`src/rtl/cdq_pkg.sv`:
```
// ----------------------------------------------------------------------------
// cdq_pkg: shared types and codes for the card deque
// Card field widths, op and status codes, and the command and status
// structs that join the controller to the datapath.
// ----------------------------------------------------------------------------
`default_nettype none

package cdq_pkg;

   localparam int RANK_W    = 4;
   localparam int SUIT_W    = 2;
   localparam int CARD_W    = RANK_W + SUIT_W;
   localparam int OP_W      = 3;
   localparam int ST_W      = 2;
   localparam int OUT_CNT_W = 7;

   // Operation codes carried by a request word.
   localparam logic [OP_W-1:0] OP_APPEND = 3'd0;
   localparam logic [OP_W-1:0] OP_PUSH   = 3'd1;
   localparam logic [OP_W-1:0] OP_POP    = 3'd2;
   localparam logic [OP_W-1:0] OP_REMOVE = 3'd3;
   localparam logic [OP_W-1:0] OP_COUNT  = 3'd4;

   // Status codes returned in every response word.
   localparam logic [ST_W-1:0] ST_OK      = 2'd0;
   localparam logic [ST_W-1:0] ST_EMPTY   = 2'd1;
   localparam logic [ST_W-1:0] ST_FULL    = 2'd2;
   localparam logic [ST_W-1:0] ST_MISSING = 2'd3;

   // Which slot a memory write goes to.
   typedef enum logic [1:0] {
      WR_BACK,
      WR_FRONT,
      WR_IDX
   } wr_sel_type;

   // Commands from the controller to the datapath.
   typedef struct packed {
      logic            latch_req;
      logic            mem_rd;
      logic            rd_next;
      logic            mem_wr;
      wr_sel_type      wr_sel;
      logic            wr_from_mem;
      logic            head_inc;
      logic            head_dec;
      logic            total_inc;
      logic            total_dec;
      logic            idx_inc;
      logic            set_status;
      logic [ST_W-1:0] status_code;
      logic            load_pop;
      logic            tally_inc;
      logic            load_result;
   } cdq_cmd_type;

   // Status from the datapath back to the controller.
   typedef struct packed {
      logic [OP_W-1:0] op;
      logic            full;
      logic            empty;
      logic            idx_last;
      logic            idx_penult;
      logic            key_match;
      logic            suit_match;
      logic            rsp_free;
   } cdq_sts_type;

endpackage

`default_nettype wire

```
`src/rtl/cdq_datapath.sv`:
```
// ----------------------------------------------------------------------------
// cdq_datapath: card storage, pointers and response register
// Holds the cards in a circular buffer memory with a head pointer and a
// length, walks an index for search and shift, and registers the response.
// ----------------------------------------------------------------------------
`default_nettype none

module cdq_datapath #(
   parameter int DEPTH = 64
) (
   input  wire logic                            clock,
   input  wire logic                            reset,
   input  wire cdq_pkg::cdq_cmd_type            cmd,
   output cdq_pkg::cdq_sts_type                 sts,
   input  wire logic [cdq_pkg::OP_W-1:0]        req_op,
   input  wire logic [cdq_pkg::RANK_W-1:0]      req_card_rank,
   input  wire logic [cdq_pkg::SUIT_W-1:0]      req_card_suit,
   input  wire logic                            rsp_ready,
   output logic                                 rsp_valid,
   output logic [cdq_pkg::ST_W-1:0]             rsp_status,
   output logic [cdq_pkg::RANK_W-1:0]           rsp_popped_rank,
   output logic [cdq_pkg::SUIT_W-1:0]           rsp_pop_suit,
   output logic [cdq_pkg::OUT_CNT_W-1:0]        rsp_suit_tally,
   output logic [cdq_pkg::OUT_CNT_W-1:0]        rsp_length_now
);
   import cdq_pkg::*;

   localparam int AW = $clog2(DEPTH);
   localparam int CW = $clog2(DEPTH + 1);

   // Maps a logical position to a memory address, wrapping past the end.
   function automatic logic [AW-1:0] phys(input logic [AW-1:0] head,
                                          input logic [AW-1:0] off);
      logic [AW:0] sum;
      sum = {1'b0, head} + {1'b0, off};
      if (sum >= (AW+1)'(DEPTH)) begin
         sum = sum - (AW+1)'(DEPTH);
      end
      return sum[AW-1:0];
   endfunction

   logic [CARD_W-1:0] mem [DEPTH];
   logic [CARD_W-1:0] rd_data_ff;

   logic [OP_W-1:0]   op_ff;
   logic [CARD_W-1:0] key_ff;
   logic [AW-1:0]     head_ff, head_in;
   logic [CW-1:0]     total_ff, total_in;
   logic [AW-1:0]     idx_ff, idx_in;
   logic [CW-1:0]     tally_ff;
   logic [ST_W-1:0]   status_ff;
   logic [CARD_W-1:0] pop_ff;

   logic              rsp_valid_ff;
   logic [ST_W-1:0]   rsp_status_ff;
   logic [CARD_W-1:0] rsp_pop_ff;
   logic [OUT_CNT_W-1:0] rsp_tally_ff;
   logic [OUT_CNT_W-1:0] rsp_len_ff;

   logic [AW-1:0]     idx_plus;
   logic [CW:0]       idx_w;
   logic [AW-1:0]     head_minus;
   logic [AW-1:0]     head_plus;
   logic [AW-1:0]     rd_addr;
   logic [AW-1:0]     wr_addr;
   logic [CARD_W-1:0] wr_data;

   // Neighbor positions of the index and the head.
   assign idx_plus   = idx_ff + AW'(1);
   assign idx_w      = (CW+1)'(idx_ff);
   assign head_minus = (head_ff == '0) ? AW'(DEPTH - 1) : head_ff - AW'(1);
   assign head_plus  = (head_ff == AW'(DEPTH - 1)) ? '0 : head_ff + AW'(1);

   // Memory addresses and write data.
   assign rd_addr = phys(head_ff, cmd.rd_next ? idx_plus : idx_ff);
   assign wr_data = cmd.wr_from_mem ? rd_data_ff : key_ff;

   always_comb begin
      case (cmd.wr_sel)
         WR_BACK:  wr_addr = phys(head_ff, total_ff[AW-1:0]);
         WR_FRONT: wr_addr = head_minus;
         WR_IDX:   wr_addr = phys(head_ff, idx_ff);
         default:  wr_addr = phys(head_ff, idx_ff);
      endcase
   end

   // Card memory, one write and one registered read per cycle.
   always_ff @(posedge clock) begin
      if (cmd.mem_wr) begin
         mem[wr_addr] <= wr_data;
      end
      if (cmd.mem_rd) begin
         rd_data_ff <= mem[rd_addr];
      end
   end

   // Next values of the pointers.
   always_comb begin
      head_in = head_ff;
      if (cmd.head_inc) begin
         head_in = head_plus;
      end else if (cmd.head_dec) begin
         head_in = head_minus;
      end
      total_in = total_ff;
      if (cmd.total_inc) begin
         total_in = total_ff + CW'(1);
      end else if (cmd.total_dec) begin
         total_in = total_ff - CW'(1);
      end
      idx_in = idx_ff;
      if (cmd.latch_req) begin
         idx_in = '0;
      end else if (cmd.idx_inc) begin
         idx_in = idx_plus;
      end
   end

   // Pointer registers.
   always_ff @(posedge clock) begin
      if (reset) begin
         head_ff  <= '0;
         total_ff <= '0;
         idx_ff   <= '0;
      end else begin
         head_ff  <= head_in;
         total_ff <= total_in;
         idx_ff   <= idx_in;
      end
   end

   // Per-request working registers.
   always_ff @(posedge clock) begin
      if (cmd.latch_req) begin
         op_ff     <= req_op;
         key_ff    <= {req_card_rank, req_card_suit};
         status_ff <= ST_OK;
         pop_ff    <= '0;
         tally_ff  <= '0;
      end else begin
         if (cmd.set_status) begin
            status_ff <= cmd.status_code;
         end
         if (cmd.load_pop) begin
            pop_ff <= rd_data_ff;
         end
         if (cmd.tally_inc) begin
            tally_ff <= tally_ff + CW'(1);
         end
      end
   end

   // Response register; it frees as the consumer takes the word.
   always_ff @(posedge clock) begin
      if (reset) begin
         rsp_valid_ff <= 1'b0;
      end else if (cmd.load_result) begin
         rsp_valid_ff <= 1'b1;
      end else if (rsp_ready) begin
         rsp_valid_ff <= 1'b0;
      end
   end

   always_ff @(posedge clock) begin
      if (cmd.load_result) begin
         rsp_status_ff <= status_ff;
         rsp_pop_ff    <= pop_ff;
         rsp_tally_ff  <= OUT_CNT_W'(tally_ff);
         rsp_len_ff    <= OUT_CNT_W'(total_ff);
      end
   end

   assign rsp_valid       = rsp_valid_ff;
   assign rsp_status      = rsp_status_ff;
   assign rsp_popped_rank = rsp_pop_ff[CARD_W-1:SUIT_W];
   assign rsp_pop_suit    = rsp_pop_ff[SUIT_W-1:0];
   assign rsp_suit_tally  = rsp_tally_ff;
   assign rsp_length_now  = rsp_len_ff;

   // Status for the controller.
   always_comb begin
      sts.op         = op_ff;
      sts.full       = (total_ff == CW'(DEPTH));
      sts.empty      = (total_ff == '0);
      sts.idx_last   = ((idx_w + (CW+1)'(1)) == {1'b0, total_ff});
      sts.idx_penult = ((idx_w + (CW+1)'(2)) == {1'b0, total_ff});
      sts.key_match  = (rd_data_ff == key_ff);
      sts.suit_match = (rd_data_ff[SUIT_W-1:0] == key_ff[SUIT_W-1:0]);
      sts.rsp_free   = !rsp_valid_ff || rsp_ready;
   end

   a_total_bound: assert property (@(posedge clock) disable iff (reset)
      total_ff <= CW'(DEPTH))
      else $error("card count exceeds depth");

   a_grow_not_full: assert property (@(posedge clock) disable iff (reset)
      cmd.total_inc |-> !sts.full)
      else $error("card added to a full store");

   a_shrink_not_empty: assert property (@(posedge clock) disable iff (reset)
      cmd.total_dec |-> !sts.empty)
      else $error("card taken from an empty store");

   a_result_shown: assert property (@(posedge clock) disable iff (reset)
      cmd.load_result |=> rsp_valid_ff)
      else $error("loaded response not presented");

endmodule

`default_nettype wire

```
`src/rtl/cdq_controller.sv`:
```
// ----------------------------------------------------------------------------
// cdq_controller: sequencer for the card deque
// Accepts one request word, steps the datapath through the operation, and
// hands the finished response to the response register.
// ----------------------------------------------------------------------------
`default_nettype none

module cdq_controller (
   input  wire logic             clock,
   input  wire logic             reset,
   input  wire logic             req_valid,
   output logic                  req_ready,
   input  wire cdq_pkg::cdq_sts_type sts,
   output cdq_pkg::cdq_cmd_type  cmd
);
   import cdq_pkg::*;

   typedef enum logic [2:0] {
      S_IDLE,
      S_EXEC,
      S_POP_DATA,
      S_REM_CHK,
      S_SHIFT_RD,
      S_SHIFT_WR,
      S_CNT_CHK,
      S_FINISH
   } state_type;

   state_type state_ff, state_in;

   assign req_ready = (state_ff == S_IDLE);

   // Command decode and next state.
   always_comb begin
      cmd         = '0;
      cmd.wr_sel  = WR_BACK;
      state_in    = state_ff;
      case (state_ff)
         S_IDLE: begin
            if (req_valid) begin
               cmd.latch_req = 1'b1;
               state_in      = S_EXEC;
            end
         end
         S_EXEC: begin
            state_in = S_FINISH;
            case (sts.op)
               OP_APPEND: begin
                  if (sts.full) begin
                     cmd.set_status  = 1'b1;
                     cmd.status_code = ST_FULL;
                  end else begin
                     cmd.mem_wr    = 1'b1;
                     cmd.wr_sel    = WR_BACK;
                     cmd.total_inc = 1'b1;
                  end
               end
               OP_PUSH: begin
                  if (sts.full) begin
                     cmd.set_status  = 1'b1;
                     cmd.status_code = ST_FULL;
                  end else begin
                     cmd.mem_wr    = 1'b1;
                     cmd.wr_sel    = WR_FRONT;
                     cmd.head_dec  = 1'b1;
                     cmd.total_inc = 1'b1;
                  end
               end
               OP_POP: begin
                  if (sts.empty) begin
                     cmd.set_status  = 1'b1;
                     cmd.status_code = ST_EMPTY;
                  end else begin
                     cmd.mem_rd = 1'b1;
                     state_in   = S_POP_DATA;
                  end
               end
               OP_REMOVE: begin
                  cmd.set_status  = 1'b1;
                  cmd.status_code = ST_MISSING;
                  if (!sts.empty) begin
                     cmd.mem_rd = 1'b1;
                     state_in   = S_REM_CHK;
                  end
               end
               OP_COUNT: begin
                  if (!sts.empty) begin
                     cmd.mem_rd = 1'b1;
                     state_in   = S_CNT_CHK;
                  end
               end
               default: begin
                  state_in = S_FINISH;
               end
            endcase
         end
         S_POP_DATA: begin
            cmd.load_pop  = 1'b1;
            cmd.head_inc  = 1'b1;
            cmd.total_dec = 1'b1;
            state_in      = S_FINISH;
         end
         // One stored card a cycle is compared against the key.
         S_REM_CHK: begin
            if (sts.key_match) begin
               cmd.set_status  = 1'b1;
               cmd.status_code = ST_OK;
               if (sts.idx_last) begin
                  cmd.total_dec = 1'b1;
                  state_in      = S_FINISH;
               end else begin
                  cmd.mem_rd  = 1'b1;
                  cmd.rd_next = 1'b1;
                  state_in    = S_SHIFT_WR;
               end
            end else if (sts.idx_last) begin
               state_in = S_FINISH;
            end else begin
               cmd.mem_rd  = 1'b1;
               cmd.rd_next = 1'b1;
               cmd.idx_inc = 1'b1;
            end
         end
         S_SHIFT_RD: begin
            cmd.mem_rd  = 1'b1;
            cmd.rd_next = 1'b1;
            state_in    = S_SHIFT_WR;
         end
         // Close the gap: the card behind moves one place forward.
         S_SHIFT_WR: begin
            cmd.mem_wr      = 1'b1;
            cmd.wr_sel      = WR_IDX;
            cmd.wr_from_mem = 1'b1;
            cmd.idx_inc     = 1'b1;
            if (sts.idx_penult) begin
               cmd.total_dec = 1'b1;
               state_in      = S_FINISH;
            end else begin
               state_in = S_SHIFT_RD;
            end
         end
         S_CNT_CHK: begin
            cmd.tally_inc = sts.suit_match;
            if (sts.idx_last) begin
               state_in = S_FINISH;
            end else begin
               cmd.mem_rd  = 1'b1;
               cmd.rd_next = 1'b1;
               cmd.idx_inc = 1'b1;
            end
         end
         S_FINISH: begin
            if (sts.rsp_free) begin
               cmd.load_result = 1'b1;
               state_in        = S_IDLE;
            end
         end
         default: begin
            state_in = S_IDLE;
         end
      endcase
   end

   // State register.
   always_ff @(posedge clock) begin
      if (reset) begin
         state_ff <= S_IDLE;
      end else begin
         state_ff <= state_in;
      end
   end

endmodule

`default_nettype wire

```
`src/rtl/card_deque_with_remove_and_count.sv`:
```
// Append, push, unused ops and empty-store cases go from the execute state straight to the
// finish state; pop reads the front card first, and count reads one card a cycle over the length.
// Remove compares one card a cycle up to the first match, then shifts each card behind it
// one place forward through a read state and a write state; with no match it reads the whole length.
// Throughput: one request in work at a time; the next is accepted the cycle after the
// response loads. Reset clears length, head, controller and response valid, not the memory.
// ----------------------------------------------------------------------------
// card_deque_with_remove_and_count: bounded card deque with delete by key
// Append, push, pop, remove of the first matching card, and suit count over
// a circular buffer memory, driven by a controller and a datapath.
// ----------------------------------------------------------------------------
`default_nettype none

module card_deque_with_remove_and_count #(
   parameter int DEPTH = 64
) (
   input  wire logic                            clock,
   input  wire logic                            reset,
   input  wire logic                            req_valid,
   output logic                                 req_ready,
   input  wire logic [cdq_pkg::OP_W-1:0]        req_op,
   input  wire logic [cdq_pkg::RANK_W-1:0]      req_card_rank,
   input  wire logic [cdq_pkg::SUIT_W-1:0]      req_card_suit,
   output logic                                 rsp_valid,
   input  wire logic                            rsp_ready,
   output logic [cdq_pkg::ST_W-1:0]             rsp_status,
   output logic [cdq_pkg::RANK_W-1:0]           rsp_popped_rank,
   output logic [cdq_pkg::SUIT_W-1:0]           rsp_pop_suit,
   output logic [cdq_pkg::OUT_CNT_W-1:0]        rsp_suit_tally,
   output logic [cdq_pkg::OUT_CNT_W-1:0]        rsp_length_now
);
   import cdq_pkg::*;

   cdq_cmd_type cmd;
   cdq_sts_type sts;

   cdq_controller u_ctrl (
      .clock     (clock),
      .reset     (reset),
      .req_valid (req_valid),
      .req_ready (req_ready),
      .sts       (sts),
      .cmd       (cmd)
   );

   cdq_datapath #(
      .DEPTH (DEPTH)
   ) u_dp (
      .clock           (clock),
      .reset           (reset),
      .cmd             (cmd),
      .sts             (sts),
      .req_op          (req_op),
      .req_card_rank   (req_card_rank),
      .req_card_suit   (req_card_suit),
      .rsp_ready       (rsp_ready),
      .rsp_valid       (rsp_valid),
      .rsp_status      (rsp_status),
      .rsp_popped_rank (rsp_popped_rank),
      .rsp_pop_suit    (rsp_pop_suit),
      .rsp_suit_tally  (rsp_suit_tally),
      .rsp_length_now  (rsp_length_now)
   );

endmodule

`default_nettype wire
```
`config.mk`:
```
export PLATFORM = sky130hd
export DESIGN_NAME = card_deque_with_remove_and_count
export DESIGN_NICKNAME = d
export VERILOG_FILES = /design/src/rtl/cdq_pkg.sv /design/src/rtl/cdq_datapath.sv /design/src/rtl/cdq_controller.sv /design/src/rtl/card_deque_with_remove_and_count.sv
export SDC_FILE = /design/constraint.sdc
export NUM_CORES = 1
export LEC_CHECK = 0
export ABC_AREA = 1
export BUFFER_PORTS_ARGS = -buffer_cell sky130_fd_sc_hd__buf_2
export CAP_MARGIN = 20
export CORE_UTILIZATION = 30
export CTS_CLUSTER_DIAMETER = 50
export DETAILED_ROUTE_END_ITERATION = 8
export GPL_TIMING_DRIVEN = 0
export PLACE_DENSITY_LB_ADDON = 0.3
export SYNTH_ARGS = -nofsm -noshare
export SYNTH_HDL_FRONTEND = slang
export SYNTH_SLANG_ARGS = --single-unit
```
`constraint.sdc`:
```
create_clock -name clock -period 4.1 [get_ports clock]
set_input_delay 0.41 -clock clock [delete_from_list [all_inputs] [get_ports clock]]
set_output_delay 0.41 -clock clock [all_outputs]
set_load 0.02 [all_outputs]
```
==> impl.org <==
** Placement
- Before CTS, the worst setup slack after placement is -1.13 ns.
- Placement Cell Area :: 0.0216 mm²
- The congestion estimate from routability-driven global placement came to 0.886.
- The count of buffers added on input and output ports is 35.
- Detail Placement HPWL :: 38400 µm

** Layout
- The area growth from synthesis to layout is 23.3%.
- Cells with a size suffix above 1 make up 19.0% of the layout.
- Final net count :: 2039
- Finished Cell Area :: 0.0249 mm²
- Inserted Diodes :: 0

** Floorplanning
- Initial standard-cell utilization of the core :: 30.5%
- Measured along the y axis, the die boundary spans 262 µm.
- Number of ports placed on the die boundary :: 37
- The die covers 0.0685 mm².
- After floorplanning, the core was divided into 94 placement rows.
- Die width :: 262 µm
- In this run the standard cell core region covers 0.0662 mm².

** Logic synthesis
- Top-area cell type share of the netlist area :: 62.5%
- By area the synthesized netlist is led by sky130_fd_sc_hd__edfxtp_1 (63%), sky130_fd_sc_hd__nor2_1 (6.6%), sky130_fd_sc_hd__o21ai_0 (6.3%).
- Counting distinct cell types in the post-synthesis netlist gives 41.
- The cell count after synthesis came out at 1873.
- Cell Area, Synth :: 0.0202 mm²
- Net Count, Synth :: 1911
- The Yosys step of the flow raised 0 warnings.
- Number of storage elements in the synthesis netlist :: 459
- Syn_area_per_cell :: 10.8 µm²
- Cell taking the most area after synthesis :: sky130_fd_sc_hd__edfxtp_1
- Most instantiated library cell after synthesis :: sky130_fd_sc_hd__edfxtp_1
- Async SR Flop Fraction :: 0%
- Post-synthesis sequential area ratio :: 66.3%
- The most used flip-flop cell after synthesis is sky130_fd_sc_hd__edfxtp_1.
- List of most frequent post-synthesis cells :: sky130_fd_sc_hd__edfxtp_1 (421), sky130_fd_sc_hd__nor2_1 (354), sky130_fd_sc_hd__nand2_1 (260)
- Yosys mapped a number of flops with a built-in enable equal to 421.

** Clock tree
- TritonCTS clock tree :: done
- Deepest clock path buffer count :: 3
- Clock insertion delay at the later pin of the skew report :: 0.63 ns
- Number of H-tree levels :: 2
- Cell at the root of the clock tree :: sky130_fd_sc_hd__clkbuf_16
- CTS clock-pin slew for the worst setup and hold paths :: 0.06 ns
- Clock tree sinks :: 459
- CTS Buf Count :: 55

** Drt
- DRC errors left :: 0
- Average wire length per cell after detail routing :: 19.2 µm
- In this run the remaining antenna-violating nets after routing total 0.
- In the routed layout, each cell is associated on average with a via count of 4.90.
- Before antenna repair, the detailed router went through 6 iterations.
- The first routing iteration left 1344 violations.
- For this block, the routed nets add up to 56000 µm of wire.
- The routed layout has 14.3k vias.

** Timing
- Max-slew headroom at the worst pin :: 34.4%
- Derived from the worst setup path, the maximum achievable clock frequency is 251 MHz.
- Final Critical Period :: 3.99 ns
- Worst Max-Slew Pin Slew :: 0.984 ns
- Final hold vios :: 0
- The final critical path takes up 97.3% of the cycle.
- Setup repair after global routing missed its margin :: true
- Fin worst setup slack :: 0.110 ns
- Worst hold margin :: 0.202 ns
- Final setup viols :: 0
- For the final routed database, the setup TNS stands at 0 ns.
- The number of pins with negative max-slew slack in the final report is 0.
- On the final layout, the worst clock skew is 0.0437 ns.

** Hold path
- Worst min path class :: in -> reg

** GRT
- Busiest layer in global routing :: met2
- Global routing used 20.9% of the available met1 tracks.
- Pin count of the biggest net entering global routing :: 65
- For met2 alone, demand over resource in global routing was 27.1%.
- Overall fraction of global-route tracks in use :: 16.4%
- The number of global-route vias before repair came to 14.0k.
- The number of antenna violations at the first check in global routing was 0.
- The first global-routing pass estimated 83900 µm of wire.
- Summed over all layers, the global routing overflow is 0.
- Global routing used 3.39% of the available met3 tracks.

** Worst setup path
- Stage delay of the slowest cell on the critical path :: 0.53 ns
- Data arrival at the endpoint of the critical path :: 4.44 ns
- Endpoint type of the worst setup path :: flip-flop
- Of all nets on the critical path, the largest fanout is 10.
- CP Class :: reg -> reg
- Highest-delay cell along the critical path :: sky130_fd_sc_hd__fa_1
- Counting stages on the worst path, the most repeated cell is sky130_fd_sc_hd__nand2_1.
- The signal on the critical path passes through ha_4 > inv_1 > nand2_1 > nand2_1 > nor2_1 > nand2_1 > nor2_2 > nand3_4 > nand2_4 > nand2_4 > xor2_2 > ha_4 > fa_1 > buf_12 > buf_8 > clkbuf_8 > o21ai_0 > o22ai_1 > inv_1 > o211ai_1 > o211ai_1 > nand2_1 > nand2_1 > nand2_2.
- For the worst setup path, the data required time is 4.55 ns.
- The worst setup path is launched from a flip-flop.

** Job
- Across the run, the number of max-cap violations was 0.

** Run status
- Status :: complete, no violations
==> final cells by class <==
class | instances | area [µm²]
Fill cell | 6379 | 41300
Sequential cell | 459 | 13400
Multi-Input combinational cell | 1184 | 6800
Clock buffer | 62 | 1400
Tap cell | 864 | 1080
Timing Repair Buffer | 75 | 701
Buffer | 88 | 592
Inverter | 138 | 529
Clock inverter | 41 | 413
==> flip-flops by register name (all words and copies together), names as in the netlist, 3 cells and up <==
register / flops
u_dp.rd_data_ff: 6
u_dp.rsp_length_now: 7
u_dp.rsp_suit_tally: 7
u_dp.mem: 384
u_dp.op_ff: 3
u_dp.tally_ff: 7
u_dp.rsp_pop_ff: 6
u_dp.pop_ff: 6
u_dp.head_ff: 6
u_dp.idx_ff: 6
u_ctrl.state_ff: 3
u_dp.total_ff: 7
u_dp.key_ff: 6
==> cell families (layout without fill, tap and decap cells) <==
| kind of cell | count (synthesis) | after routing | synth area share [%] |
|---|---|---|---|
| adder cells (fa/ha/maj) | 25 | 25 | 1.66 |
| buffers and inverters | 230 | 404 | 4.58 |
| XOR/XNOR | 26 | 26 | 1.13 |
| AND/OR/NAND/NOR | 705 | 705 | 14.6 |
| flip-flops | 459 | 459 | 66.3 |
| AO/OA/AOI/OAI | 428 | 428 | 11.8 |
==> critical path, delay by kind of cell, from the launching register on <==
| family | cells | cell delay [ns] |
|---|---|---|
| buf+inv | 5 | 0.64 |
| xor+xnor | 1 | 0.18 |
| flops | 1 | 0.37 |
| fa+ha+maj | 3 | 0.98 |
| compound gates | 4 | 0.72 |
| simple gates | 11 | 0.95 |
==> metrics by stage <==
step	std cells	util, %
4_1_cts	2900	36.9
3_3_place_gp	2772	32.4
5_1_grt	2911	37.7
3_5_place_dp	2775	32.6
6_report	2911	37.7
2_1_floorplan	1873	-
==> timing repair <==
item | CTS | global route
buffers inserted | 13 | 13
hold buffers | 9 | 0
gates resized for setup | 245 | 100
endpoints found under the hold margin | 9 | 0
pin swaps | 32 | 62
cloned | 1 | 1
endpoints found under the setup margin | 390 | 385
==> final timing paths <==
check,startpoint,endpoint,slack [ns],depth (start not counted)
max,u_dp.idx_ff[1],u_dp.rd_data_ff[3],0.11,24
min,req_valid,u_ctrl.state_ff[0],0.20,5
max reg2reg,u_dp.idx_ff[1],u_dp.rd_data_ff[3],0.11,24
min reg2reg,u_dp.tally_ff[5],u_dp.rsp_suit_tally[5],0.43,0
==> layout by cell type (no fill, tap or decap), drive strengths merged, types with 9 or more instances in the layout <==
cell type / count
edfxtp: 421
nor2: 357
o21ai: 273
inv: 144
nand2: 269
clkinv: 25
clkbuf: 117
buf: 98
dfxtp: 38
o211ai: 51
nor3: 9
nand3: 54
a21oi: 34
o22ai: 61
nand4: 14
xor2: 12
ha: 22
xnor2: 14
dlygate4sd3: 9
==> routing by layer <==
layer	vias to the layer above	share of wire, %
met5	-	0
met3	100	6.2
met4	0	2.8
met2	443	48
met1	6883	43
li1	6842	-
Power is left out: the tool's default activity adds up to more than one toggle a clock period on the data nets, which glitch-free logic cannot reach.
